===== src/rtl/ssrl_pkg.sv =====
`timescale 1ns / 1ps
`default_nettype none
// ----------------------------------------------------------------------------
// Servo slew rate limiter package
// Shared widths, register indexes and reset values for the limiter and its
// serial divider.
// ----------------------------------------------------------------------------
package ssrl_pkg;

    localparam int FRACTION_BITS_DEF = 16;

    localparam int CMD_W   = 16;
    localparam int PHYS_W  = 32;
    localparam int SLEW_W  = 31;
    localparam int TICK_W  = 16;
    localparam int TICK_FRAC = 16;

    localparam int CFG_IDX_W  = 3;
    localparam int CFG_DATA_W = 32;

    // Divider operand widths: the magnitude of the scaled product stays below 2^48.
    localparam int DVD_W = 48;
    localparam int DVS_W = 16;
    localparam int DIV_ITER = DVD_W / 2;
    localparam int DIV_CNT_W = $clog2(DIV_ITER);

    localparam int CMD_MIN_RST    = -128;
    localparam int CMD_MAX_RST    = 128;
    localparam int PHYS_RST_UNITS = 15;
    localparam int SLEW_RST_UNITS = 10;

    typedef enum logic [CFG_IDX_W-1:0] {
        REG_CMD_MIN  = 3'd0,
        REG_CMD_MAX  = 3'd1,
        REG_PHYS_MIN = 3'd2,
        REG_PHYS_MAX = 3'd3,
        REG_SLEW     = 3'd4
    } cfg_reg_t;

    typedef struct packed {
        logic busy;
        logic done;
    } div_status_t;

endpackage
`default_nettype wire


===== src/rtl/ssrl_div.sv =====
`timescale 1ns / 1ps
`default_nettype none
// ----------------------------------------------------------------------------
// Serial unsigned divider
// Restoring division that retires two quotient bits per cycle.
// ----------------------------------------------------------------------------
module ssrl_div (
    input  wire logic                         aclk,
    input  wire logic                         aresetn,
    input  wire logic                         start,
    input  wire logic [ssrl_pkg::DVD_W-1:0]   dividend,
    input  wire logic [ssrl_pkg::DVS_W-1:0]   divisor,
    output ssrl_pkg::div_status_t             status,
    output logic      [ssrl_pkg::DVD_W-1:0]   quotient
);

    logic [ssrl_pkg::DVD_W-1:0]     quot_reg, quot_next;
    logic [ssrl_pkg::DVS_W-1:0]     rem_reg, rem_next;
    logic [ssrl_pkg::DVS_W-1:0]     dvs_reg;
    logic [ssrl_pkg::DIV_CNT_W-1:0] cnt_reg;
    logic                           busy_reg;
    logic                           done_reg;

    logic [ssrl_pkg::DVS_W:0] r1, r2, sub1, sub2;
    logic [ssrl_pkg::DVS_W-1:0] rem1;
    logic ge1, ge2;

    always_comb begin
        r1   = {rem_reg, quot_reg[ssrl_pkg::DVD_W-1]};
        sub1 = r1 - {1'b0, dvs_reg};
        ge1  = (r1 >= {1'b0, dvs_reg});
        rem1 = ge1 ? sub1[ssrl_pkg::DVS_W-1:0] : r1[ssrl_pkg::DVS_W-1:0];
        r2   = {rem1, quot_reg[ssrl_pkg::DVD_W-2]};
        sub2 = r2 - {1'b0, dvs_reg};
        ge2  = (r2 >= {1'b0, dvs_reg});
        rem_next  = ge2 ? sub2[ssrl_pkg::DVS_W-1:0] : r2[ssrl_pkg::DVS_W-1:0];
        quot_next = {quot_reg[ssrl_pkg::DVD_W-3:0], ge1, ge2};
    end

    always_ff @(posedge aclk) begin
        if (!aresetn) begin
            busy_reg <= 1'b0;
            done_reg <= 1'b0;
            cnt_reg  <= '0;
        end else begin
            done_reg <= 1'b0;
            if (start) begin
                busy_reg <= 1'b1;
                cnt_reg  <= '0;
            end else if (busy_reg) begin
                cnt_reg <= cnt_reg + 1'b1;
                if (cnt_reg == ssrl_pkg::DIV_CNT_W'(ssrl_pkg::DIV_ITER - 1)) begin
                    busy_reg <= 1'b0;
                    done_reg <= 1'b1;
                end
            end
        end
    end

    always_ff @(posedge aclk) begin
        if (start) begin
            quot_reg <= dividend;
            rem_reg  <= '0;
            dvs_reg  <= divisor;
        end else if (busy_reg) begin
            quot_reg <= quot_next;
            rem_reg  <= rem_next;
        end
    end

    assign status.busy = busy_reg;
    assign status.done = done_reg;
    assign quotient    = quot_reg;

endmodule
`default_nettype wire


===== src/rtl/servo_slew_rate_limiter.sv =====
`timescale 1ns / 1ps
`default_nettype none
// ----------------------------------------------------------------------------
// Servo slew rate limiter
// Clamps and holds a command, maps it onto a physical range on each tick and
// moves the position toward that target at a limited rate.
// ----------------------------------------------------------------------------
//  Channel  Direction  Payload
//  s_       in         tdata: command_value, tick_duration; tuser: command
//  m_       out        tdata: position, held_command
//  cfg_     in         cfg_index, cfg_data (register write)
//
//  A write item stores the clamped command; a tick forms the step product and,
//  with a positive command range, the range product and its quotient from the
//  serial divider, which sets the tick time, then the target and the position.
//  Each ends in the done state, registering the result when the output is free.
//  A finished result waits in the output register while the next item is
//  taken; a stalled result holds the next one in the done state.
//  Reset is synchronous: registers return to their defaults, state to idle.
// ----------------------------------------------------------------------------
module servo_slew_rate_limiter #(
    parameter int FRACTION_BITS = ssrl_pkg::FRACTION_BITS_DEF
) (
    input  wire logic                              aclk,
    input  wire logic                              aresetn,
    input  wire logic                              s_tvalid,
    output logic                                   s_tready,
    input  wire logic [31:0]                       s_tdata,  // command_value, tick_duration
    input  wire logic [0:0]                        s_tuser,  // command
    output logic                                   m_tvalid,
    input  wire logic                              m_tready,
    output logic      [47:0]                       m_tdata,  // position, held_command
    input  wire logic                              cfg_valid,
    output logic                                   cfg_ready,
    input  wire logic [ssrl_pkg::CFG_IDX_W-1:0]    cfg_index,
    input  wire logic [ssrl_pkg::CFG_DATA_W-1:0]   cfg_data
);

    localparam logic [ssrl_pkg::PHYS_W-1:0] PHYS_MAX_RST =
        ssrl_pkg::PHYS_W'(ssrl_pkg::PHYS_RST_UNITS << FRACTION_BITS);
    localparam logic [ssrl_pkg::PHYS_W-1:0] PHYS_MIN_RST =
        ssrl_pkg::PHYS_W'(-(ssrl_pkg::PHYS_RST_UNITS << FRACTION_BITS));
    localparam logic [ssrl_pkg::SLEW_W-1:0] SLEW_RST =
        ssrl_pkg::SLEW_W'(ssrl_pkg::SLEW_RST_UNITS << FRACTION_BITS);

    typedef enum logic [7:0] {
        ST_IDLE     = 8'b0000_0001,
        ST_STEP_MUL = 8'b0000_0010,
        ST_PROD_MUL = 8'b0000_0100,
        ST_DIV_LOAD = 8'b0000_1000,
        ST_DIV_WAIT = 8'b0001_0000,
        ST_TARGET   = 8'b0010_0000,
        ST_MOVE     = 8'b0100_0000,
        ST_DONE     = 8'b1000_0000
    } state_t;

    state_t state_reg;

    logic signed [ssrl_pkg::CMD_W-1:0]  cmd_min_reg, cmd_max_reg;
    logic signed [ssrl_pkg::PHYS_W-1:0] phys_min_reg, phys_max_reg;
    logic        [ssrl_pkg::SLEW_W-1:0] slew_reg;

    logic signed [ssrl_pkg::CMD_W-1:0]  stored_cmd_reg;
    logic signed [ssrl_pkg::PHYS_W-1:0] pos_reg;
    logic        [ssrl_pkg::TICK_W-1:0] dt_reg;
    logic        [ssrl_pkg::SLEW_W-1:0] step_reg;
    logic signed [49:0]                 prod_reg;
    logic signed [48:0]                 q_reg;
    logic signed [ssrl_pkg::PHYS_W-1:0] target_reg;
    logic                               m_tvalid_reg;
    logic        [47:0]                 m_tdata_reg;

    logic signed [ssrl_pkg::CMD_W-1:0]  in_cmd_value;
    logic signed [ssrl_pkg::CMD_W-1:0]  clamped;
    logic                               s_accept;
    logic signed [16:0]                 span;
    logic                               span_pos;
    logic signed [32:0]                 mul_a;
    logic signed [16:0]                 mul_b;
    logic signed [49:0]                 mul_p;
    logic signed [49:0]                 prod_abs;
    logic signed [49:0]                 tgt_sum;
    logic signed [32:0]                 pos_up, pos_dn, tgt_ext;
    logic signed [ssrl_pkg::PHYS_W-1:0] pos_new;
    logic                               div_start;
    ssrl_pkg::div_status_t              div_status;
    logic        [ssrl_pkg::DVD_W-1:0]  div_quot;
    logic                               out_free;

    assign s_accept     = s_tvalid && s_tready;
    assign s_tready     = (state_reg == ST_IDLE);
    assign in_cmd_value = s_tdata[15:0];
    assign out_free     = !m_tvalid_reg || m_tready;
    assign cfg_ready    = 1'b1;
    assign div_start    = (state_reg == ST_DIV_LOAD);

    always_comb begin
        if (in_cmd_value > cmd_max_reg) begin
            clamped = cmd_max_reg;
        end else if (in_cmd_value < cmd_min_reg) begin
            clamped = cmd_min_reg;
        end else begin
            clamped = in_cmd_value;
        end
    end

    assign span     = {cmd_max_reg[15], cmd_max_reg} - {cmd_min_reg[15], cmd_min_reg};
    assign span_pos = !span[16] && (span != '0);

    // One multiplier serves the step product and the range scaling.
    always_comb begin
        if (state_reg == ST_STEP_MUL) begin
            mul_a = {2'b00, slew_reg};
            mul_b = {1'b0, dt_reg};
        end else begin
            mul_a = {phys_max_reg[31], phys_max_reg} - {phys_min_reg[31], phys_min_reg};
            mul_b = {stored_cmd_reg[15], stored_cmd_reg} - {cmd_min_reg[15], cmd_min_reg};
        end
        mul_p = mul_a * mul_b;
    end

    assign prod_abs = prod_reg[49] ? -prod_reg : prod_reg;
    assign tgt_sum  = {{18{phys_min_reg[31]}}, phys_min_reg} + {q_reg[48], q_reg};

    always_comb begin
        tgt_ext = {target_reg[31], target_reg};
        pos_up  = {pos_reg[31], pos_reg} + {2'b00, step_reg};
        pos_dn  = {pos_reg[31], pos_reg} - {2'b00, step_reg};
        if (pos_reg < target_reg) begin
            pos_new = (pos_up > tgt_ext) ? target_reg : pos_up[31:0];
        end else if (pos_reg > target_reg) begin
            pos_new = (pos_dn < tgt_ext) ? target_reg : pos_dn[31:0];
        end else begin
            pos_new = pos_reg;
        end
    end

    ssrl_div u_div (
        .aclk     (aclk),
        .aresetn  (aresetn),
        .start    (div_start),
        .dividend (prod_abs[ssrl_pkg::DVD_W-1:0]),
        .divisor  (span[ssrl_pkg::DVS_W-1:0]),
        .status   (div_status),
        .quotient (div_quot)
    );

    always_ff @(posedge aclk) begin
        if (!aresetn) begin
            cmd_min_reg  <= ssrl_pkg::CMD_W'(ssrl_pkg::CMD_MIN_RST);
            cmd_max_reg  <= ssrl_pkg::CMD_W'(ssrl_pkg::CMD_MAX_RST);
            phys_min_reg <= PHYS_MIN_RST;
            phys_max_reg <= PHYS_MAX_RST;
            slew_reg     <= SLEW_RST;
        end else if (cfg_valid && cfg_ready) begin
            case (cfg_index)
                ssrl_pkg::REG_CMD_MIN:  cmd_min_reg  <= cfg_data[15:0];
                ssrl_pkg::REG_CMD_MAX:  cmd_max_reg  <= cfg_data[15:0];
                ssrl_pkg::REG_PHYS_MIN: phys_min_reg <= cfg_data;
                ssrl_pkg::REG_PHYS_MAX: phys_max_reg <= cfg_data;
                ssrl_pkg::REG_SLEW:     slew_reg     <= cfg_data[30:0];
                default: ;
            endcase
        end
    end

    always_ff @(posedge aclk) begin
        if (!aresetn) begin
            state_reg      <= ST_IDLE;
            stored_cmd_reg <= '0;
            pos_reg        <= '0;
            m_tvalid_reg   <= 1'b0;
        end else begin
            if (state_reg == ST_DONE && out_free) begin
                m_tvalid_reg <= 1'b1;
            end else if (m_tvalid_reg && m_tready) begin
                m_tvalid_reg <= 1'b0;
            end
            case (state_reg)
                ST_IDLE: begin
                    if (s_accept) begin
                        if (s_tuser[0]) begin
                            state_reg <= ST_STEP_MUL;
                        end else begin
                            stored_cmd_reg <= clamped;
                            state_reg      <= ST_DONE;
                        end
                    end
                end
                ST_STEP_MUL: begin
                    state_reg <= span_pos ? ST_PROD_MUL : ST_TARGET;
                end
                ST_PROD_MUL: state_reg <= ST_DIV_LOAD;
                ST_DIV_LOAD: state_reg <= ST_DIV_WAIT;
                ST_DIV_WAIT: begin
                    if (div_status.done) begin
                        state_reg <= ST_TARGET;
                    end
                end
                ST_TARGET: state_reg <= ST_MOVE;
                ST_MOVE: begin
                    pos_reg   <= pos_new;
                    state_reg <= ST_DONE;
                end
                ST_DONE: begin
                    if (out_free) begin
                        state_reg <= ST_IDLE;
                    end
                end
                default: state_reg <= ST_IDLE;
            endcase
        end
    end

    always_ff @(posedge aclk) begin
        if (s_accept) begin
            dt_reg <= s_tdata[31:16];
        end
        if (state_reg == ST_STEP_MUL) begin
            step_reg <= mul_p[ssrl_pkg::TICK_FRAC +: ssrl_pkg::SLEW_W];
        end
        if (state_reg == ST_PROD_MUL) begin
            prod_reg <= mul_p;
        end
        if (state_reg == ST_DIV_WAIT && div_status.done) begin
            q_reg <= prod_reg[49] ? -{1'b0, div_quot} : {1'b0, div_quot};
        end
        if (state_reg == ST_TARGET) begin
            if (!span_pos) begin
                target_reg <= phys_min_reg;
            end else if (tgt_sum[49:31] != {19{tgt_sum[49]}}) begin
                target_reg <= tgt_sum[49] ? 32'h8000_0000 : 32'h7FFF_FFFF;
            end else begin
                target_reg <= tgt_sum[31:0];
            end
        end
        if (state_reg == ST_DONE && out_free) begin
            m_tdata_reg <= {stored_cmd_reg, pos_reg};
        end
    end

    assign m_tvalid = m_tvalid_reg;
    assign m_tdata  = m_tdata_reg;

`ifndef SYNTH
    a_state_onehot: assert property (@(posedge aclk) disable iff (!aresetn)
        $onehot(state_reg))
        else $error("sequencer state is not one-hot");

    a_write_stores_clamped: assert property (@(posedge aclk) disable iff (!aresetn)
        s_accept && !s_tuser[0] |=> stored_cmd_reg == $past(clamped))
        else $error("write item did not store the clamped command");

    a_div_only_positive_span: assert property (@(posedge aclk) disable iff (!aresetn)
        div_start |-> span_pos && !div_status.busy)
        else $error("divider started with a non-positive span or while busy");

    a_result_from_done: assert property (@(posedge aclk) disable iff (!aresetn)
        $rose(m_tvalid_reg) |-> $past(state_reg == ST_DONE))
        else $error("result raised outside the done state");
`endif

endmodule
`default_nettype wire


===== config.mk =====
export PLATFORM = sky130hd
export DESIGN_NAME = servo_slew_rate_limiter
export DESIGN_NICKNAME = d
export VERILOG_FILES = /design/src/rtl/ssrl_pkg.sv /design/src/rtl/ssrl_div.sv /design/src/rtl/servo_slew_rate_limiter.sv
export SDC_FILE = /design/constraint.sdc
export NUM_CORES = 2
export LEC_CHECK = 0
export BUFFER_PORTS_ARGS = -buffer_cell sky130_fd_sc_hd__buf_2
export CORE_ASPECT_RATIO = 0.6
export CORE_UTILIZATION = 35
export CTS_CLUSTER_DIAMETER = 150
export CTS_CLUSTER_SIZE = 20
export DETAILED_ROUTE_END_ITERATION = 10
export GPL_TIMING_DRIVEN = 1
export PLACE_DENSITY = 0.53
export SETUP_SLACK_MARGIN = 0.2
export SLEW_MARGIN = 30
export SYNTH_ARGS = -nofsm -noshare
export SYNTH_HDL_FRONTEND = slang
export SYNTH_SLANG_ARGS = --single-unit

===== constraint.sdc =====
create_clock -name aclk -period 21.3 [get_ports aclk]
set_input_delay 2.13 -clock aclk [delete_from_list [all_inputs] [get_ports aclk]]
set_output_delay 2.13 -clock aclk [all_outputs]
set_load 0.005 [all_outputs]

==> impl_metrics.yaml <==
clock_tree:
  postCtsSetupRepairBufs: 0
  clkLatencyLatePin_ns: 0.71
  cts.hold.buffers_added: 0
  clk_pin_slew_ns: 0.09
  clk_path_buf_depth: 3
  cts_tree: "built"
  ctsResizeCount: 0
  cts_root_buf: "clkbuf_16"
  cts_num_sinks: 496
  numCtsBuffers: 30
  cts_max_level: 1
layout:
  regArea_sq_um: 12820
  area_delta_synth_final_pct: 7.769
  fill_cells: 15299
  multi_input_area_sq_um: 36340
  nets: 7097
  stdcell_area_sq_um: 57050
  drive_gt1_share_pct: 5.770
  finish.utilization_pct: 38.03
setup_path:
  r2r-start: "cmd_min_reg[1]"
  path_max_fanout: 11
  cpPeakStageDelay_ns: 0.76
  timing.rr.end: "step_reg[29]"
  cp-start-kind: "flip-flop"
  crit_type: "reg2reg"
  slowest_stage: "o311ai_0"
  required_ns: 21.66
  cp-endpoint: "step_reg[29]"
  reg2reg_depth: 35
  r2r_setup_slack_ns: 9.36
  path_common_cell: "fa_1"
  worstSetupEndpointType: "flip-flop"
  startpoint: "cmd_min_reg[1]"
  worst_ep_arrival_time_ns: 12.30
power_and_ir_drop:
  worst_ir_drop_vdd_uv: 259.0
  total_power_mw: 5.973
  powerDensity_nw_per_um2: 104.7
  p_leak_nw: 25.43
timing:
  clock.fmax_ghz: 0.08374
  relSlewSlack_pct: 28.94
  post-route-period-util_pct: 56.06
  slew_viol_final: 0
  skew_ns: 0.08809
  hold_viol_final: 0
  fin_crit_ns: 11.94
  worst_pin_slew_ns: 1.059
  setup_viol: 0
  rsz0062_at_grt: "no"
  fin_tns_setup_ns: 0
yosys:
  syn_avg_cell_area_sq_um: 8.792
  synth_edf_count: 289
  synth_seq_cells: 496
  yosysMostFrequentCell: "nand2_1"
  syn_nets: 7093
  synth_top_area_share_pct: 20.57
  synth_top_area_cell: "fa_1"
  synth_area_leaders: "fa_1 21%, edfxtp_1 16%, ha_1 11%, dfxtp_1 7.8%, nand2_1 6.3%"
  syn_area_sq_um: 52940
  synth_cells: 6021
  yosys_warnings: 0
  ys_seq_area_share_pct: 24.22
  synthTopCellsByCount: "893 x nand2_1, 848 x inv_1, 544 x fa_1"
  yosysUniqueCellTypes: 83
  synthArstFlopShare_pct: 0
  ys.flop_type: "edfxtp_1"
floorplan:
  die_y_microns: 303.2
  initial_utilization_pct: 35.29
  num_rows: 110
  core_area_sq_um: 150000
  dieWidth_microns: 504.1
  io_pins: 124
  die_area_sq_um: 152900
route:
  drt_wl_total_mm: 194.1
  first_pass_iters: 6
  routedWlPerCell_microns: 24.04
  drt_iter0_drc: 4471
  antenna_left: 0
  vias: 44215
  drc_errors: 0
  vias_per_cell: 5.475
status:
  status: "finished clean"
grt:
  grt_max_degree: 82
  gr-total-overflow: 0
  grt_pass1_vias: 41888
  grt_pass1_wl_mm: 286.3
  antenna_found_initial: 33
  grt_use_total_pct: 25.23
placed_design:
  placed_area_sq_um: 56050
  dp_hpwl_mm: 160.3
  port_buffers: 122
  gp_congestion: 0.9714
hold_path:
  hold_class: "reg2reg"
job:
  drv_cap: 0
metrics by stage:
stage | hold WS (ns) | cells | worst slack, ns
5_1_grt | 0.4727 | 8069 | 8.761
2_1_floorplan | 0.4306 | 6021 | 11.76
3_5_place_dp | 0.4488 | 8007 | 9.685
3_3_place_gp | 0.4413 | 8007 | 9.876
4_1_cts | 0.4616 | 8063 | 9.583
6_report | 0.4595 | 8076 | 9.358
power breakdown:
part	total [mW]	switching [mW]	internal [mW]
clock network	0.642	0.369	0.272
logic	4.07	2.80	1.28
registers	1.26	0.0410	1.22
total	5.97	3.21	2.77
area by class of cell:
cell class | count | share of cell area [%]
flip-flops and latches | 496 | 22.48
clock inverters | 4 | 0.1140
repair buffers | 201 | 2.180
inverters | 849 | 5.595
well taps | 2016 | 4.421
clock buffers | 52 | 1.461
diodes | 11 | 0.04825
multi-input cells | 4447 | 63.70
kinds of logic (layout without fill, tap and decap cells):
logic type               count (synthesis)  after routing  share of synthesized area [%]
XOR/XNOR                               315            315                          5.212
AO/OA/AOI/OAI                         1255           1255                          15.08
flip-flops                             496            496                          24.22
adder cells (fa/ha/maj)                999            999                          31.33
buffers and inverters                 1078           1106                          7.658
multiplexers                            75             75                          1.456
AND/OR/NAND/NOR                       1802           1802                          15.04
other                                    1             12                       0.007084
critical path: cells and delay by family (launching register included):
family	cells	cell delay, ns
simple gates	6	1.44
fa+ha+maj	8	3.74
buf+inv	4	0.26
flops	1	0.45
compound gates	16	5.62
mux	1	0.07
layer usage:
metal  global-route usage, %  share of wire (%)
met1                   41.65                 51
met2                   32.40                 36
met3                   6.393                 11
met4                   2.973                1.3
met5                       0              0.037
cells in the final DEF, fill, tap and decap left out, types with 122 or more instances in the layout:
cell,count
a21oi_1,404
xnor2_1,195
buf_2,122
dfxtp_1,206
o21ai_0,249
fa_1,544
nand2_1,891
nor2_1,424
inv_1,846
ha_1,455
edfxtp_1,289
worst min path at each step:
stage                       from          endpoint  slack, ns  depth (start not counted)
6_report         phys_max_reg[0]   phys_max_reg[0]       0.46                          2
5_1_grt         phys_max_reg[27]  phys_max_reg[27]       0.47                          2
4_1_cts          phys_max_reg[0]   phys_max_reg[0]       0.46                          2
3_5_place_dp        slew_reg[12]      slew_reg[12]       0.45                          2
3_3_place_gp        slew_reg[12]      slew_reg[12]       0.44                          2
2_1_floorplan  stored_cmd_reg[0]       m_tdata[32]       0.43                          0
Note: power is estimated with default switching activity, not from simulation.
